$ cat config.mk
export PLATFORM = sky130hd
export DESIGN_NAME = regret_matching_strategy_flat
export DESIGN_NICKNAME = d
export VERILOG_FILES = /design/src/hdl/rms_pkg.sv /design/src/hdl/rms_in_if.sv /design/src/hdl/rms_out_if.sv /design/src/hdl/rms_ram.sv /design/src/hdl/rms_divider.sv /design/src/hdl/regret_matching_strategy.sv /design/src/flat_wrapper.sv
export SDC_FILE = /design/constraint.sdc
export NUM_CORES = 1
export LEC_CHECK = 0
export ABC_AREA = 0
export BUFFER_PORTS_ARGS = -buffer_cell sky130_fd_sc_hd__buf_4
export CAP_MARGIN = 5
export CELL_PAD_IN_SITES_DETAIL_PLACEMENT = 1
export CELL_PAD_IN_SITES_GLOBAL_PLACEMENT = 2
export CORE_ASPECT_RATIO = 1.75
export CORE_MARGIN = 2
export CORE_UTILIZATION = 49
export CTS_CLUSTER_DIAMETER = 50
export DETAILED_ROUTE_END_ITERATION = 10
export MAX_ROUTING_LAYER = met4
export PLACE_DENSITY_LB_ADDON = 0.1
export SYNTH_ARGS = -nofsm -noshare
export SYNTH_HDL_FRONTEND = slang
export SYNTH_SLANG_ARGS = --single-unit
$ cat constraint.sdc
create_clock -name i_clk -period 7.3 [get_ports i_clk]
set_input_delay 0.73 -clock i_clk [delete_from_list [all_inputs] [get_ports i_clk]]
set_output_delay 0.73 -clock i_clk [all_outputs]
set_load 0.03 [all_outputs]
$ cat src/hdl/rms_pkg.sv
// Shared constants, widths and types of the regret matching strategy block.
package rms_pkg;

    localparam int MAX_ACTIONS = 8;

    localparam int ACT_W    = 3;
    localparam int REGRET_W = 32;
    localparam int POS_W    = 31;
    localparam int PROB_W   = 17;

    localparam int IDX_W   = $clog2(MAX_ACTIONS);
    localparam int CNT_W   = $clog2(MAX_ACTIONS + 1);
    localparam int SUM_W   = POS_W + $clog2(MAX_ACTIONS);
    localparam int ENTRY_W = ACT_W + POS_W;
    localparam int STEP_W  = $clog2(PROB_W + 1);

    localparam logic [PROB_W-1:0] ONE_Q16 = PROB_W'(65536);

    typedef struct packed {
        logic             start;
        logic [SUM_W:0]   rem;
        logic [SUM_W-1:0] divisor;
    } t_div_req;

    typedef struct packed {
        logic              busy;
        logic [PROB_W-1:0] quot;
    } t_div_rsp;

endpackage

$ cat src/hdl/rms_in_if.sv
// Load channel: one legal action per beat.
interface rms_in_if;
    import rms_pkg::*;

    logic                valid;
    logic                ready;
    logic [ACT_W-1:0]    action_index;
    logic [REGRET_W-1:0] regret;
    logic                last;

    modport source (output valid, output action_index, output regret, output last,
                    input ready);
    modport sink   (input valid, input action_index, input regret, input last,
                    output ready);
endinterface

$ cat src/hdl/rms_out_if.sv
// Result channel: one strategy probability per beat.
interface rms_out_if;
    import rms_pkg::*;

    logic              valid;
    logic              ready;
    logic [ACT_W-1:0]  out_action;
    logic [PROB_W-1:0] probability;
    logic              final_entry;
    logic              dropped;

    modport source (output valid, output out_action, output probability,
                    output final_entry, output dropped, input ready);
    modport sink   (input valid, input out_action, input probability,
                    input final_entry, input dropped, output ready);
endinterface

$ cat src/hdl/rms_ram.sv
// Generic single write port, single read port RAM with registered read data.
module rms_ram #(
    parameter int WIDTH = 8,
    parameter int DEPTH = 8
) (
    input  logic                     i_clk,
    input  logic                     i_wr_en,
    input  logic [$clog2(DEPTH)-1:0] i_wr_addr,
    input  logic [WIDTH-1:0]         i_wr_data,
    input  logic [$clog2(DEPTH)-1:0] i_rd_addr,
    output logic [WIDTH-1:0]         o_rd_data
);

    logic [WIDTH-1:0] r_mem [DEPTH];
    logic [WIDTH-1:0] r_rd_data;

    always_ff @(posedge i_clk) begin
        if (i_wr_en) begin
            r_mem[i_wr_addr] <= i_wr_data;
        end
        r_rd_data <= r_mem[i_rd_addr];
    end

    assign o_rd_data = r_rd_data;

endmodule

$ cat src/hdl/rms_divider.sv
// Radix-2 restoring divider, one quotient bit per cycle into a shift register.
module rms_divider
    import rms_pkg::*;
(
    input  logic     i_clk,
    input  logic     i_rst_n,
    input  t_div_req i_req,
    output t_div_rsp o_rsp
);

    logic              r_busy;
    logic [STEP_W-1:0] r_step;
    logic [SUM_W:0]    r_rem;
    logic [SUM_W-1:0]  r_div;
    logic [PROB_W-1:0] r_quot;

    logic [SUM_W+1:0]  diff;
    logic              ge;
    logic [SUM_W:0]    rem_sub;
    logic [SUM_W:0]    n_rem;

    // The partial remainder always stays below twice the divisor.
    always_comb begin
        diff    = {1'b0, r_rem} - {2'b00, r_div};
        ge      = ~diff[SUM_W+1];
        rem_sub = ge ? diff[SUM_W:0] : r_rem;
        n_rem   = {rem_sub[SUM_W-1:0], 1'b0};
    end

    always_ff @(posedge i_clk) begin
        if (!i_rst_n) begin
            r_busy <= 1'b0;
            r_step <= '0;
        end else if (i_req.start) begin
            r_busy <= 1'b1;
            r_step <= STEP_W'(PROB_W);
        end else if (r_busy) begin
            r_step <= r_step - STEP_W'(1);
            if (r_step == STEP_W'(1)) begin
                r_busy <= 1'b0;
            end
        end
    end

    always_ff @(posedge i_clk) begin
        if (i_req.start) begin
            r_rem  <= i_req.rem;
            r_div  <= i_req.divisor;
            r_quot <= '0;
        end else if (r_busy) begin
            r_rem  <= n_rem;
            r_quot <= {r_quot[PROB_W-2:0], ge};
        end
    end

    assign o_rsp.busy = r_busy;
    assign o_rsp.quot = r_quot;

endmodule

$ cat src/hdl/regret_matching_strategy.sv
// Top level of the regret matching strategy block: load, store and emit.
//
//  Channel  | Dir | Modport | Beat contents
//  ---------+-----+---------+-------------------------------------------------
//  i_in     | in  | sink    | action_index, regret (signed Q16.16), last
//  o_out    | out | source  | out_action, probability (Q1.16), final_entry,
//           |     |         | dropped
//
// Ready is high whenever the block is loading. After the beat marked last,
// each stored action passes in turn through a RAM read, a divider start, the
// bit-serial divider and a push into the output register.
// Reset (synchronous, active low) clears the run counters, the state and the
// output valid; the action RAM is not cleared, since only entries written in
// the current run are read.
// A stalled output beat holds in its register; the divider result then waits,
// and after the final beat is pushed loading of the next run may begin.
module regret_matching_strategy
    import rms_pkg::*;
(
    input  logic i_clk,
    input  logic i_rst_n,
    rms_in_if.sink    i_in,
    rms_out_if.source o_out
);

    typedef enum logic [1:0] {
        S_LOAD,
        S_READ,
        S_START,
        S_DIV
    } t_state;

    t_state            r_state;
    logic [CNT_W-1:0]  r_count;
    logic [SUM_W-1:0]  r_sum;
    logic              r_ovf;
    logic [CNT_W-1:0]  r_rd_ptr;
    logic [ACT_W-1:0]  r_cur_action;

    logic              r_out_valid;
    logic [ACT_W-1:0]  r_out_action;
    logic [PROB_W-1:0] r_out_prob;
    logic              r_out_final;
    logic              r_out_drop;

    logic              in_acc;
    logic              has_room;
    logic [POS_W-1:0]  pos;
    logic [CNT_W-1:0]  n_count;
    logic              out_free;
    logic              push;
    logic              is_final;

    logic [ENTRY_W-1:0] rd_data;
    logic [POS_W-1:0]   rd_pos;
    t_div_req           div_req;
    t_div_rsp           div_rsp;

    // Loading: a beat is taken only while no run is being emitted.
    assign i_in.ready = (r_state == S_LOAD);
    assign in_acc     = i_in.valid && i_in.ready;
    assign has_room   = (r_count < CNT_W'(MAX_ACTIONS));

    // Negative regrets count as zero; the positive part fits in 31 bits.
    assign pos = i_in.regret[REGRET_W-1] ? '0 : i_in.regret[POS_W-1:0];

    assign n_count = has_room ? (r_count + CNT_W'(1)) : r_count;

    rms_ram #(
        .WIDTH (ENTRY_W),
        .DEPTH (MAX_ACTIONS)
    ) u_ram (
        .i_clk     (i_clk),
        .i_wr_en   (in_acc && has_room),
        .i_wr_addr (r_count[IDX_W-1:0]),
        .i_wr_data ({i_in.action_index, pos}),
        .i_rd_addr (r_rd_ptr[IDX_W-1:0]),
        .o_rd_data (rd_data)
    );

    assign rd_pos = rd_data[POS_W-1:0];

    // A zero sum turns the division into 65536 / count, which the same unit
    // handles with a remainder seed of one (one shifted up sixteen places).
    always_comb begin
        div_req.start = (r_state == S_START);
        if (r_sum != '0) begin
            div_req.rem     = (SUM_W + 1)'(rd_pos);
            div_req.divisor = r_sum;
        end else begin
            div_req.rem     = (SUM_W + 1)'(1);
            div_req.divisor = SUM_W'(r_count);
        end
    end

    rms_divider u_div (
        .i_clk   (i_clk),
        .i_rst_n (i_rst_n),
        .i_req   (div_req),
        .o_rsp   (div_rsp)
    );

    assign out_free = !r_out_valid || o_out.ready;
    assign push     = (r_state == S_DIV) && !div_rsp.busy && out_free;
    assign is_final = ((r_rd_ptr + CNT_W'(1)) == r_count);

    always_ff @(posedge i_clk) begin
        if (!i_rst_n) begin
            r_state     <= S_LOAD;
            r_count     <= '0;
            r_sum       <= '0;
            r_ovf       <= 1'b0;
            r_rd_ptr    <= '0;
            r_out_valid <= 1'b0;
        end else begin
            if (push) begin
                r_out_valid <= 1'b1;
            end else if (o_out.ready) begin
                r_out_valid <= 1'b0;
            end

            unique case (r_state)
                S_LOAD: begin
                    if (in_acc) begin
                        r_count <= n_count;
                        if (has_room) begin
                            r_sum <= r_sum + SUM_W'(pos);
                        end else begin
                            r_ovf <= 1'b1;
                        end
                        if (i_in.last && (n_count != '0)) begin
                            r_rd_ptr <= '0;
                            r_state  <= S_READ;
                        end
                    end
                end
                S_READ: begin
                    r_state <= S_START;
                end
                S_START: begin
                    r_cur_action <= rd_data[ENTRY_W-1 -: ACT_W];
                    r_state      <= S_DIV;
                end
                S_DIV: begin
                    if (push) begin
                        r_out_action <= r_cur_action;
                        r_out_prob   <= div_rsp.quot;
                        r_out_final  <= is_final;
                        r_out_drop   <= r_ovf;
                        if (is_final) begin
                            r_count <= '0;
                            r_sum   <= '0;
                            r_ovf   <= 1'b0;
                            r_state <= S_LOAD;
                        end else begin
                            r_rd_ptr <= r_rd_ptr + CNT_W'(1);
                            r_state  <= S_READ;
                        end
                    end
                end
                default: begin
                    r_state <= S_LOAD;
                end
            endcase
        end
    end

    assign o_out.valid       = r_out_valid;
    assign o_out.out_action  = r_out_action;
    assign o_out.probability = r_out_prob;
    assign o_out.final_entry = r_out_final;
    assign o_out.dropped     = r_out_drop;

    // The entry count never passes the capacity.
    a_count_cap: assert property (@(posedge i_clk) disable iff (!i_rst_n)
        r_count <= CNT_W'(MAX_ACTIONS))
        else $error("entry count exceeds capacity");

    // While emitting, the read pointer stays inside the stored entries.
    a_ptr_range: assert property (@(posedge i_clk) disable iff (!i_rst_n)
        (r_state != S_LOAD) |-> (r_rd_ptr < r_count))
        else $error("read pointer beyond stored entries");

    // A finished quotient never exceeds one in Q1.16.
    a_quot_max: assert property (@(posedge i_clk) disable iff (!i_rst_n)
        push |-> (div_rsp.quot <= ONE_Q16))
        else $error("probability above one");

    // Pushing the final beat of a run returns the block to loading.
    a_final_load: assert property (@(posedge i_clk) disable iff (!i_rst_n)
        (push && is_final) |=> (r_state == S_LOAD))
        else $error("run still emitting after its final beat");

    // A stalled output register is never overwritten.
    a_no_overwrite: assert property (@(posedge i_clk) disable iff (!i_rst_n)
        (r_out_valid && !o_out.ready) |=> r_out_valid && $stable(r_out_prob))
        else $error("stalled result overwritten");

endmodule

$ cat src/flat_wrapper.sv
// flat-port wrapper written by rule: the top's interface ports become plain ports
module regret_matching_strategy_flat import rms_pkg::*;
  (i_clk, i_rst_n, i_in_valid, i_in_action_index, i_in_regret, i_in_last, i_in_ready, o_out_valid, o_out_out_action, o_out_probability, o_out_final_entry, o_out_dropped, o_out_ready);
  rms_in_if i_in_i ();
  rms_out_if o_out_i ();
  input  logic i_clk;
  input  logic i_rst_n;
  input wire logic [$bits(i_in_i.valid)-1:0] i_in_valid;
  input wire logic [$bits(i_in_i.action_index)-1:0] i_in_action_index;
  input wire logic [$bits(i_in_i.regret)-1:0] i_in_regret;
  input wire logic [$bits(i_in_i.last)-1:0] i_in_last;
  output wire logic [$bits(i_in_i.ready)-1:0] i_in_ready;
  output wire logic [$bits(o_out_i.valid)-1:0] o_out_valid;
  output wire logic [$bits(o_out_i.out_action)-1:0] o_out_out_action;
  output wire logic [$bits(o_out_i.probability)-1:0] o_out_probability;
  output wire logic [$bits(o_out_i.final_entry)-1:0] o_out_final_entry;
  output wire logic [$bits(o_out_i.dropped)-1:0] o_out_dropped;
  input wire logic [$bits(o_out_i.ready)-1:0] o_out_ready;
  assign i_in_i.valid = i_in_valid;
  assign i_in_i.action_index = i_in_action_index;
  assign i_in_i.regret = i_in_regret;
  assign i_in_i.last = i_in_last;
  assign i_in_ready = i_in_i.ready;
  assign o_out_valid = o_out_i.valid;
  assign o_out_out_action = o_out_i.out_action;
  assign o_out_probability = o_out_i.probability;
  assign o_out_final_entry = o_out_i.final_entry;
  assign o_out_dropped = o_out_i.dropped;
  assign o_out_i.ready = o_out_ready;
  regret_matching_strategy u_core (.i_clk(i_clk), .i_rst_n(i_rst_n), .i_in(i_in_i), .o_out(o_out_i));
endmodule
After elaboration in Yosys (flattened, before gate mapping)
Memory sizes are Yosys's and may differ from the RTL's. A register that Yosys moved wholly into a read port is not among the register bits.
Index checks and enable logic that the tools add are counted.
W data, S select, Z words.
- latch bits: 0
- RAM bits: 272
- memory bits (read-only): 0
- flip-flop bits (word level): 163
- output and inout port bits: 24
- memories: 1
- shift-type cells: 0
- $lt $le $gt $ge: 1
- bitwise operators: 2
- div/mod/pow operators: 0
- muxes and demuxes: 39
- multipliers: 0
- reductions and logical operators: 22
- add/subtract/negate cells: 5
- equal/unequal tests: 12
- memories (memory ; words ; width ; read ports ; clocked after memory_dff ; wr ports ; RTL line ; text):
    u_core.u_ram.r_mem ; 8 ; 34 ; 1 ; 1 ; 1 ; rms_ram.sv:14 ; logic [WIDTH-1:0] r_mem [DEPTH];
- operators by type and width (operator ; count):
    $mux W34 ; 5
    $mux W35 ; 2
    $pmux W34 S2 ; 1
    $mux W65 ; 1
    $sub A35 B34 Y36 ; 1
    $add A34 B31 Y34 ; 1
    $reduce_bool A34 Y1 ; 1
    $mux W4 ; 8
    $mux W31 ; 1
    $pmux W4 S2 ; 2
    $reduce_and A5 Y1 ; 3
    $mux W1 ; 12
    $mux W5 ; 2
    $ne A2 B2 Y1 const B ; 5
    $add A4 B1 Y4 const B ; 2
    $pmux W2 S4 ; 1
    $mux W2 ; 3
    $reduce_and A3 Y1 ; 2
    $reduce_bool A2 Y1 ; 3
    $eq A5 B1 Y1 const B ; 1
    $logic_and A1 B1 Y1 ; 5
    $sub A5 B1 Y5 const B ; 1
    $eq A2 B2 Y1 const B ; 2
    $eq A4 B4 Y1 ; 1
    other kinds (12) ; 15

Depth between registers and ports, before layout
Gate-level depths: netlist of the first run.
- depth after elaboration: 7
- gate-level depth with buffers: 14
- mapped depth without buffers: 13

Hierarchy
From an unflattened synthesis of the first run, not the netlist that was laid out.
- cell total of the unflattened synthesis: 1607
- area, all modules: 21594.5 sq um
- by module, submodules not included (module ; area each (sq um) ; instances ; cells an instance):
    rms_ram ; 11083.1 ; 1 ; 441
    rms_divider ; 5599.1 ; 1 ; 582
    regret_matching_strategy ; 4912.2 ; 1 ; 584

Worst setup path after synthesis of the first run
No wires, ideal clock.
- path kind: reg2reg
- from: reg u_core.r_state[0]
- to: mem u_core.u_ram.r_mem[0][0] (netlist name) (enable)
- arrival time: 3.617 ns
- library setup time: 0.467 ns
- cell stages (with the launch flop): 7
- setup slack: 3.215 ns
- period minus slack after synthesis: 4.085 ns
- path buffers: 0
- cells stage by stage: dfxtp_1 -> inv_1 -> ha_1 -> inv_1 -> nor2_1 -> nand3b_1 -> nor3_1
- word-level cells in the longest chain between the ends: 5
- RTL lines (item ; RTL line ; text):
    start: declaration ; regret_matching_strategy.sv:33 ; t_state r_state;
    start signal: assignment ; regret_matching_strategy.sv:109 ; r_state <= S_LOAD;
    start signal: assignment ; regret_matching_strategy.sv:133 ; r_state <= S_READ;
    start signal: assignment ; regret_matching_strategy.sv:138 ; r_state <= S_START;
    $logic_not A2 Y1 ; regret_matching_strategy.sv:60 ; assign i_in.ready = (r_state == S_LOAD);
    via i_in_ready ; flat_wrapper.sv:12 ; output wire logic [$bits(i_in_i.ready)-1:0] i_in_ready;
    $logic_and A1 B1 Y1 ; regret_matching_strategy.sv:61 ; assign in_acc = i_in.valid && i_in.ready;
    $logic_and A1 B1 Y1 ; regret_matching_strategy.sv:74 ; .i_wr_en (in_acc && has_room),
    $mux W1 ; rms_ram.sv:18 ; if (i_wr_en) begin
    $mux W1 (not written as such) ; rms_ram.sv:19 ; r_mem[i_wr_addr] <= i_wr_data;
    end: declaration ; rms_ram.sv:14 ;
The timed path passes the listed nets, and every way through them passes these cells.

Worst setup path in the final report of the first run
- from: in i_in_regret[31]
- to: reg u_core.r_sum[30]
- word-level cells in the longest chain between the ends: 5
- RTL lines (item ; RTL line ; text):
    start: declaration ; flat_wrapper.sv:10 ; input wire logic [$bits(i_in_i.regret)-1:0] i_in_regret;
    $mux W31 ; regret_matching_strategy.sv:65 ; assign pos = i_in.regret[REGRET_W-1] ? '0 : i_in.regret[POS_W-1:0];
    via u_core.pos[0] ; regret_matching_strategy.sv:48 ; logic [POS_W-1:0] pos;
    $add A34 B31 Y34 ; regret_matching_strategy.sv:127 ; r_sum <= r_sum + SUM_W'(pos);
    $mux W34 ; regret_matching_strategy.sv:126 ; if (has_room) begin
    $mux W34 ; regret_matching_strategy.sv:124 ; if (in_acc) begin
    $pmux W34 S2 ; regret_matching_strategy.sv:122 ; unique case (r_state)
    end signal: assignment ; regret_matching_strategy.sv:127 ;
    end: declaration ; regret_matching_strategy.sv:35 ; logic [SUM_W-1:0] r_sum;
The timed path passes the listed nets, and every way through them passes these cells. The select of a mux whose other input is x is not followed.
A chain may end at the register's enable or synchronous reset.

==> results of run 1 <==
[cell type report]
cell class              count  area [µm²]  area share
flip-flops and latches    469       13060      0.5541
multi-input cells         908        7538      0.3199
clock buffers              58        1217     0.05166
well taps                 561       701.9     0.02978
repair buffers             81       608.1     0.02580
clock inverters            25       242.7     0.01030
inverters                  52       195.2    0.008282
diodes                      2       5.005   0.0002124
[cell usage after synthesis, drive strengths merged (5+ instances only)]
cell / count / share of area
and3: 14 / 0.0041
nor3: 23 / 0.0055
and2: 9 / 0.0027
o41ai: 5 / 0.0042
ha: 72 / 0.043
dfxtp: 103 / 0.098
mux4: 68 / 0.073
or3: 6 / 0.0018
a21o: 32 / 0.011
a31oi: 10 / 0.0033
o211ai: 6 / 0.0021
nand3: 19 / 0.0047
or2: 5 / 0.0015
inv: 52 / 0.0092
mux2i: 27 / 0.013
mux2: 35 / 0.019
xnor2: 37 / 0.015
o21ai: 69 / 0.016
clkbuf: 70 / 0.012
edfxtp: 366 / 0.52
o21a: 15 / 0.0053
nand2: 72 / 0.013
a22oi: 9 / 0.0032
a211oi: 11 / 0.0050
nor2b: 58 / 0.017
nor4: 10 / 0.0030
a22o: 16 / 0.0066
nor2: 86 / 0.015
nand2b: 12 / 0.0036
a21boi: 8 / 0.0028
a21oi: 87 / 0.021
nand4: 10 / 0.0030
buf: 30 / 0.0065
xor2: 27 / 0.011
[critical path, cell delays in order]
cell and delay, ps:
buf_4 230, nor2b_1 450, ha_1 290, inv_1 70, fa_1 390, nand2b_1 190
a21oi_1 220, o31a_1 320, a21oi_2 120, o31ai_1 590, a221o_1 280, a21oi_1 80
xnor2_1 130, a22o_1 190
[stage by stage]
stage	area [µm²]	instances	total power [mW]	setup slack (ps)	util
2_1_floorplan	21110	1529	5.778	3215	-
3_3_place_gp	22100	2071	6.511	2884	0.5196
3_5_place_dp	22100	2071	6.594	2838	0.5196
4_1_cts	23560	2154	8.936	3432	0.5539
5_1_grt	23570	2156	9.336	3120	0.5540
6_report	23570	2156	8.834	3462	0.5540
[final timing paths]
path	end	cells after the start
worst max-delay path	u_core.r_sum[30]$_SDFFE_PN0P_	14
worst min-delay path	u_core.u_ram.r_mem[6][31]$_DFFE_PP_	1
worst max register to register	u_core.u_div.r_rem[26]$_DFFE_PP_	11
worst min register to register	u_core.r_cur_action[0]$_DFFE_PP_	0
[cells by family (layout without fill, tap and decap cells)]
kind of cell,count (synthesis),in the layout,synth area share
flip-flops,469,469,0.6182
AND/OR/NAND/NOR,334,334,0.07912
AO/OA/AOI/OAI,306,306,0.09939
buffers and inverters,152,216,0.02815
multiplexers,130,130,0.1040
adder cells (fa/ha/maj),74,74,0.04457
XOR/XNOR,64,64,0.02655
other,0,2,0
[registers in the layout, summed over array words and instances, names as in the netlist, 2 cells and up]
name / cells
u_core.u_ram.r_mem: 272
u_core.o_out.probability: 17
u_core.r_rd_ptr: 4
u_core.u_div.r_quot: 17
u_core.r_sum: 34
u_core.r_count: 4
u_core.r_state: 2
u_core.r_cur_action: 3
u_core.u_div.r_div: 34
u_core.u_div.r_step: 5
u_core.u_ram.o_rd_data: 34
u_core.o_out.out_action: 3
u_core.u_div.r_rem: 35
[power by group]
| part | internal (mW) | switching (mW) | leakage (nW) |
|---|---|---|---|
| registers | 3.47 | 0.284 | 4.22 |
| clock network | 1.30 | 1.02 | 0.705 |
| logic | 1.08 | 1.67 | 3.54 |
[layer usage]
metal	track usage	up-vias	wire, µm
met3	0.02846	84	1382
met4	0.07647	0	1451
met5	-	-	0
met2	0.4152	187	26540
li1	-	5833	-
met1	0.2726	6326	20600
==> flow_metrics.py, run 1 <==
metrics = {
    "status": {
        "outcome": "completed",
    },
    "global_routing": {
        "antenna_found_initial": 2,
        "track_usage": 0.2327,
        "grt_max_degree": 61,
        "grt_pass1_vias": 13500,
        "grt_pass1_wl_mm": 77.47,
        "grt.overflow.total": 0,
    },
    "route": {
        "finalWirelength_mm": 49.98,
        "vias": 12430,
        "dr.pass1.iters": 5,
        "drt-vias-per-instance": 5.765,
        "drt_iter0_markers": 584,
        "post-route-drc-count": 0,
        "wl_per_cell_um": 23.18,
        "antenna_left": 0,
    },
    "setup_path": {
        "r2r_setup_slack_ps": 3520,
        "cp-start-kind": "input port",
        "cp-startpoint": "i_in_regret[31]",
        "rr_startpoint": "u_core.u_div.r_rem[1]$_DFFE_PP_",
        "path_max_fanout": 31,
        "arrival_ps": 4290,
        "path_class": "input port to flip-flop",
        "cp-end-kind": "flip-flop",
        "required_ps": 7750,
    },
    "min_path": {
        "worstHoldStart": "i_in_action_index[0]",
        "min_path_type": "input port to flip-flop",
    },
    "clock_network": {
        "clk_pin_slew_ps": 70,
        "cts.repair.resized": 0,
        "cts_inserted_buffers": 45,
        "cts_buffer_depth": 3,
        "hold_buffers": 0,
        "insertion_delay_ps": 570,
        "clock-sinks": 469,
        "cts_tree": "built",
        "cts_setup_buffers": 0,
        "cts_root_buf": "clkbuf_16",
        "htree_levels": 2,
    },
    "synth": {
        "synth_edf_count": 366,
        "avgSynthCellArea_um2": 13.81,
        "netlist_area_mm2": 0.02111,
        "yosys_register_bits": 469,
        "synthFlopType": "edfxtp_1",
        "ys_seq_area_frac": 0.6182,
        "ys_warn_count": 0,
        "synthArstFlopShare": 0,
        "syn-num-nets": 1643,
        "synth_cells": 1529,
        "synth.distinct_cells": 74,
    },
    "timing": {
        "period_share": 0.5257,
        "final_max_slew_viol_count": 0,
        "clock_skew_ps": 26.61,
        "rsz0062_at_grt": "false",
        "tightest_slew_ps": 1012,
        "whs_ps": 394.7,
        "setup_violations": 0,
        "finalCriticalPeriod_ps": 3838,
        "clock.fmax_mhz": 260.6,
        "fin_setup_tns_ps": 0,
        "slew_headroom": 0.3251,
        "finalHoldViolations": 0,
    },
    "floorplanning": {
        "die-height_um": 278.6,
        "dieArea_mm2": 0.04483,
        "start_util": 0.4963,
        "coreArea_mm2": 0.04254,
        "ios": 64,
        "die_w_um": 160.9,
        "rows": 100,
    },
    "final_layout": {
        "fillers": 4110,
        "syn_to_final_growth_pct": 11.63,
        "layout-drive-gt1-share": 0.1802,
        "mostFrequentLayoutCell": "edfxtp_1",
        "layout.nets": 1671,
        "layout_common_cells": "366 x edfxtp_1, 100 x dfxtp_1, 84 x a21oi_1",
    },
    "flow_run": {
        "drv_cap": 0,
    },
    "pwr": {
        "ir_drop_mv": 0.2305,
        "p_per_area_mw_per_mm2": 374.9,
        "leakage_nw": 8.461,
    },
    "placement": {
        "dpl.hpwl_mm": 33.31,
        "port_buffers": 63,
        "finalWeightedCongestion": 0.8443,
    },
}
Note: power is estimated with default switching activity, not from simulation.
==> inputs of run 2 (changes only) <==
- ABC_AREA: 0 -> 1
- CORE_UTILIZATION: 49 -> 35
- clock period: 7.3 -> 3.4 ns (I/O delays scaled with it)
==> flow_metrics.py, run 2 <==
metrics = {
    "clock_network": {
        "cts.repair.resized": 0,
        "insertion_delay_ps": 610,
        "htree_levels": 2,
        "cts_setup_buffers": 0,
        "cts_inserted_buffers": 49,
        "cts_root_buf": "clkbuf_16",
        "clock-sinks": 469,
        "hold_buffers": 3,
        "clk_pin_slew_ps": 60,
        "cts_tree": "built",
        "cts_buffer_depth": 3,
    },
    "timing": {
        "rsz0062_at_grt": "false",
        "clock.fmax_mhz": 344.7,
        "final_max_slew_viol_count": 0,
        "finalCriticalPeriod_ps": 2901,
        "finalHoldViolations": 0,
        "setup_violations": 0,
        "setup_slack_ps": 499.2,
        "slew_headroom": 0.3752,
        "clock_skew_ps": 27.66,
        "period_share": 0.8532,
        "tightest_slew_ps": 937.2,
        "fin_setup_tns_ps": 0,
    },
    "placement": {
        "dpl.hpwl_mm": 57.51,
        "port_buffers": 63,
        "preCtsSetupSlack_ps": 118.8,
        "place_area_mm2": 0.02513,
        "finalWeightedCongestion": 0.9662,
        "placedCellCount": 3617,
    },
    "floorplanning": {
        "die-height_um": 346.9,
        "start_util": 0.3538,
        "rows": 125,
        "dieArea_mm2": 0.06937,
        "ios": 64,
        "die_w_um": 200.0,
        "coreArea_mm2": 0.06647,
    },
    "route": {
        "wl_per_cell_um": 21.36,
        "post-route-drc-count": 0,
        "drt-vias-per-instance": 5.046,
        "finalWirelength_mm": 79.31,
        "dr.pass1.iters": 5,
        "antenna_left": 0,
        "vias": 18740,
        "drt_iter0_markers": 886,
    },
    "global_routing": {
        "grt_pass1_vias": 20250,
        "grtUsageMet2": 0.4386,
        "grt_max_degree": 137,
        "grt.overflow.total": 0,
        "antenna_found_initial": 1,
        "use_met3": 0.01943,
        "grtUsageMet1": 0.2622,
        "grt-busiest-layer": "met2",
        "track_usage": 0.2402,
        "grt_pass1_wl_mm": 120.0,
    },
    "setup_path": {
        "cp-start-kind": "flip-flop",
        "cp-end-kind": "flip-flop",
        "path_class": "flip-flop to flip-flop",
        "required_ps": 3900,
        "path_max_fanout": 5,
        "arrival_ps": 3400,
    },
    "synth": {
        "netlist_area_mm2": 0.02352,
        "yosysMostFrequentCell": "nand2_1",
        "synth_edf_count": 366,
        "synth_area_leaders": "edfxtp_1 47%, nand2_1 9.8%, dfxtp_1 8.8%",
        "synthArstFlopShare": 0,
        "yosys_register_bits": 469,
        "ys_seq_area_frac": 0.5550,
        "ys_warn_count": 0,
        "yosys.area.top_type": "edfxtp_1",
        "synth_compound_area_frac": 0.08278,
        "synth_common_cells": "615 x nand2_1, 401 x nor2_1, 399 x inv_1, 366 x edfxtp_1, 165 x o21ai_0",
        "synthXorXnorAreaFrac": 0.009682,
        "avgSynthCellArea_um2": 8.584,
        "synth_cells": 2740,
        "syn-num-nets": 2854,
        "synth_simple_gate_area_frac": 0.2262,
        "synth_top_area_frac": 0.4673,
        "synth.distinct_cells": 41,
        "synth_top_family_by_area": "simple AND/OR/NAND/NOR gates",
        "synth-adder-area-share": 0.04001,
        "synthFlopType": "edfxtp_1",
        "synth_mux_area_frac": 0,
    },
    "final_layout": {
        "layout.nets": 2896,
        "final_cells": 3713,
        "fillers": 7767,
        "layout-drive-gt1-share": 0.08006,
        "seq_area_mm2": 0.01306,
        "stdcell_area_mm2": 0.02682,
        "layout_common_cells": "614 x nand2_1, 398 x inv_1, 396 x nor2_1",
        "mostFrequentLayoutCell": "nand2_1",
        "multiInputGateArea_mm2": 0.008492,
        "largest_register_ffs": 272,
        "syn_to_final_growth_pct": 14.02,
        "regMostFlops": "u_core.u_ram.r_mem",
        "top_regs": "u_core.u_ram.r_mem: 272 flops, u_core.u_div.r_rem: 35 flops",
    },
    "pwr": {
        "p_per_area_mw_per_mm2": 917.2,
        "ir_drop_mv": 0.4501,
        "leakage_nw": 11.41,
        "finalPower_mw": 24.60,
    },
    "min_path": {
        "min_path_type": "input port to flip-flop",
    },
    "flow_run": {
        "drv_cap": 0,
    },
    "status": {
        "outcome": "completed",
    },
}
-- run 2: through the flow --
| step | util | hold WS [ps] |
|---|---|---|
| 3_3_place_gp | 0.3781 | 397.2 |
| 4_1_cts | 0.4034 | 5.307 |
| 6_report | 0.4034 | 37.86 |
| 5_1_grt | 0.4034 | 50.20 |
| 3_5_place_dp | 0.3781 | 390.2 |
| 2_1_floorplan | - | 385.5 |
-- run 2: worst paths after layout --
kind / from / end / slack [ps] / depth (start not counted)
min reg2reg: u_core.u_ram.o_rd_data[33]$_DFF_P_ / u_core.r_cur_action[2]$_DFFE_PP_ / 410 / 0
max: u_core.r_sum[0]$_SDFFE_PN0P_ / u_core.r_sum[32]$_SDFFE_PN0P_ / 500 / 15
min: o_out_ready / u_core.o_out.valid$_SDFFE_PN0P_ / 40 / 4
max reg2reg: u_core.r_sum[0]$_SDFFE_PN0P_ / u_core.r_sum[32]$_SDFFE_PN0P_ / 500 / 15
-- run 2: cell type report --
| class | instances | share of cell area |
|---|---|---|
| Multi-Input combinational cell | 1744 | 0.3167 |
| Inverter | 402 | 0.05632 |
| Clock buffer | 60 | 0.04764 |
| Antenna cell | 1 | 0.00009331 |
| Tap cell | 889 | 0.04148 |
| Timing Repair Buffer | 116 | 0.03695 |
| Sequential cell | 469 | 0.4869 |
| Clock inverter | 32 | 0.01395 |
-- run 2: critical path, stage by stage (launching register included) --
cell and delay (ps):
dfxtp_1 430, ha_1 390, inv_1 130, fa_1 370
inv_1 150, nand3_1 100, nand3_1 220, nand3_1 110
nand2_1 200, nand2_1 100, nand2_1 210, nand2_1 80
nand2_1 90, nand3_1 70, nand2_1 100, nor2_1 40
-- run 2: layer usage --
layer / share of wire / wire, µm
met1: 0.39 / 31150
met2: 0.53 / 42200
met3: 0.027 / 2111
met4: 0.049 / 3856
met5: 0 / 0
-- run 2: where the power goes --
| part | internal, mW | switching (mW) | total, mW |
|---|---|---|---|
| combinational | 3.24 | 7.43 | 10.7 |
| clock | 3.07 | 2.45 | 5.52 |
| sequential | 7.68 | 0.737 | 8.42 |
| total | 14.0 | 10.6 | 24.6 |
-- run 2: kinds of logic (layout without fill, tap and decap cells) --
kind of cell,Yosys count,count (layout)
compound gates,357,357
xor+xnor,26,26
fa+ha+maj,74,74
buf+inv,527,610
flops,469,469
other cells,0,1
simple gates,1287,1287
==> inputs of run 3 (changes only) <==
==> constraint.sdc (replaced) <==
create_clock -name i_clk -period 3.4 [get_ports i_clk]
set_input_delay 0.68 -clock i_clk [delete_from_list [all_inputs] [get_ports i_clk]]
set_output_delay 0.68 -clock i_clk [all_outputs]
set_load 0.03 [all_outputs]
==> flow_metrics.py, run 3 (synthesized netlist as in run 2, its figures left out) <==
metrics = {
    "floorplanning": {
        "coreArea_mm2": 0.06647,
        "ios": 64,
        "dieArea_mm2": 0.06937,
        "die_w_um": 200.0,
        "rows": 125,
        "die-height_um": 346.9,
        "start_util": 0.3538,
    },
    "pwr": {
        "leakage_nw": 11.46,
        "p_comb_frac": 0.432,
        "p_per_area_mw_per_mm2": 916.9,
        "p_seq_frac": 0.342,
        "swShare": 0.4325,
        "p_sw_mw": 10.65,
        "ir_drop_mv": 0.4171,
        "internal-power_mw": 13.97,
        "power_frac_clock": 0.227,
        "finalPower_mw": 24.62,
    },
    "setup_path": {
        "worst_path_most_repeated_cell": "nand2_1",
        "cpMaxStageDelayCell": "nor2_1",
        "required_ps": 3850,
        "path_buf_inv": 3,
        "critical_path.top_delay_family": "simple AND/OR/NAND/NOR gates",
        "slowest_delay_ps": 540,
        "path_max_fanout": 21,
        "arrival_ps": 3460,
        "path_class": "input port to flip-flop",
        "cp-end-kind": "flip-flop",
        "path_cells": "buf_4, buf_12, nor2_1, ha_1, nand2_1, nor2_1, nand2_1, nor2_1, nand2_1, nand3_1, nand2_1, nand2_1, inv_1, nand2_1, a21oi_1",
        "cp-start-kind": "input port",
    },
    "route": {
        "drt_iter0_markers": 808,
        "post-route-drc-count": 0,
        "antenna_left": 0,
        "drt-vias-per-instance": 5.049,
        "finalWirelength_mm": 79.41,
        "wl_per_cell_um": 21.35,
        "vias": 18780,
        "dr.pass1.iters": 4,
    },
    "final_layout": {
        "largest_register_ffs": 272,
        "regMostFlops": "u_core.u_ram.r_mem",
        "layout-drive-gt1-share": 0.08201,
        "mostFrequentLayoutCell": "nand2_1",
        "syn_to_final_growth_pct": 14.17,
        "layout.nets": 2900,
        "layout_common_cells": "614 x nand2_1, 398 x inv_1, 396 x nor2_1",
        "top_regs": "u_core.u_ram.r_mem: 272 flops, u_core.u_div.r_rem: 35 flops",
    },
    "clock_network": {
        "insertion_delay_ps": 610,
        "cts_tree": "built",
        "cts_root_buf": "clkbuf_16",
        "cts_inserted_buffers": 51,
        "hold_buffers": 0,
        "cts_buffer_depth": 3,
        "htree_levels": 2,
        "clk_pin_slew_ps": 60,
        "cts_setup_buffers": 0,
        "cts.repair.resized": 0,
        "clock-sinks": 469,
    },
    "global_routing": {
        "grt_pass1_vias": 20110,
        "track_usage": 0.2408,
        "antenna_found_initial": 1,
        "grt.overflow.total": 0,
        "grt_pass1_wl_mm": 120.3,
        "grt_max_degree": 137,
    },
    "timing": {
        "period_share": 0.8839,
        "setup_violations": 0,
        "tightest_slew_ps": 1167,
        "finalHoldViolations": 0,
        "setup_slack_ps": 394.9,
        "finalCriticalPeriod_ps": 3005,
        "clock_skew_ps": 20.71,
        "clock.fmax_mhz": 332.8,
        "rsz0062_at_grt": "false",
        "slew_headroom": 0.2221,
        "final_max_slew_viol_count": 0,
    },
    "flow_run": {
        "drv_cap": 0,
    },
    "status": {
        "outcome": "completed",
    },
    "placement": {
        "preCtsSetupSlack_ps": -231.0,
        "port_buffers": 63,
        "dpl.hpwl_mm": 57.88,
        "finalWeightedCongestion": 0.8689,
    },
    "min_path": {
        "min_path_type": "input port to flip-flop",
    },
}
-- run 3: cell count changes in the layout (fill, tap and decap cells not counted), sizes merged --
cell / before / now
buf: 113 / 118
bufinv: 4 / 1
clkbuf: 60 / 68
clkinv: 14 / 18
clkinvlp: 6 / 1
dlygate4sd3: 3 / 0
-- run 3: path summary, 6_finish.rpt --
path | startpoint | endpoint | slack [ps] | depth (start not counted)
max | i_in_regret[31] | u_core.r_sum[21]$_SDFFE_PN0P_ | 390 | 15
max reg2reg | u_core.u_div.r_rem[0]$_SDFFCE_PN0P_ | u_core.u_div.r_rem[31]$_SDFFCE_PP0P_ | 480 | 16
min reg2reg | u_core.u_ram.o_rd_data[32]$_DFF_P_ | u_core.r_cur_action[1]$_DFFE_PP_ | 400 | 0
min | i_in_action_index[0] | u_core.u_ram.r_mem[4][31]$_DFFE_PP_ | 300 | 1
-- run 3: layout make-up --
cell class	count	area [µm²]
fillers	7784	39620
well taps	889	1112
flip-flops and latches	469	13060
diodes	1	2.502
clock inverters	28	295.3
multi-input cells	1744	8492
repair buffers	118	973.4
inverters	402	1510
clock buffers	68	1408
-- run 3: power groups by stage --
stage	clock network, mW	logic [mW]	registers [mW]
finish	5.58	10.6	8.42
global route	5.91	12.0	8.53
CTS	5.72	10.9	8.42
detailed placement	0	10.8	8.54
global placement	0	10.7	8.51
floorplan	0	7.32	8.17
-- run 3: per-layer routing --
metal | up-vias | GRT usage | part of all wire
li1 | 9078 | - | -
met1 | 9229 | 0.2605 | 0.39
met2 | 308 | 0.4338 | 0.53
met3 | 163 | 0.02574 | 0.028
met4 | 0 | 0.1159 | 0.054
met5 | - | - | 0
-- run 3: metrics by stage --
step	TNS, ps	utilization	cell area [µm²]	std cells	hold slack (ps)
after CTS	0	0.4039	26850	3718	261.4
after global placement	-290.0	0.3783	25150	3622	395.6
after floorplan	-77150	-	23520	2740	385.5
final	0	0.4040	26850	3719	299.9
after global routing	0	0.4040	26850	3719	286.8
after detailed placement	-352.6	0.3783	25150	3622	390.6
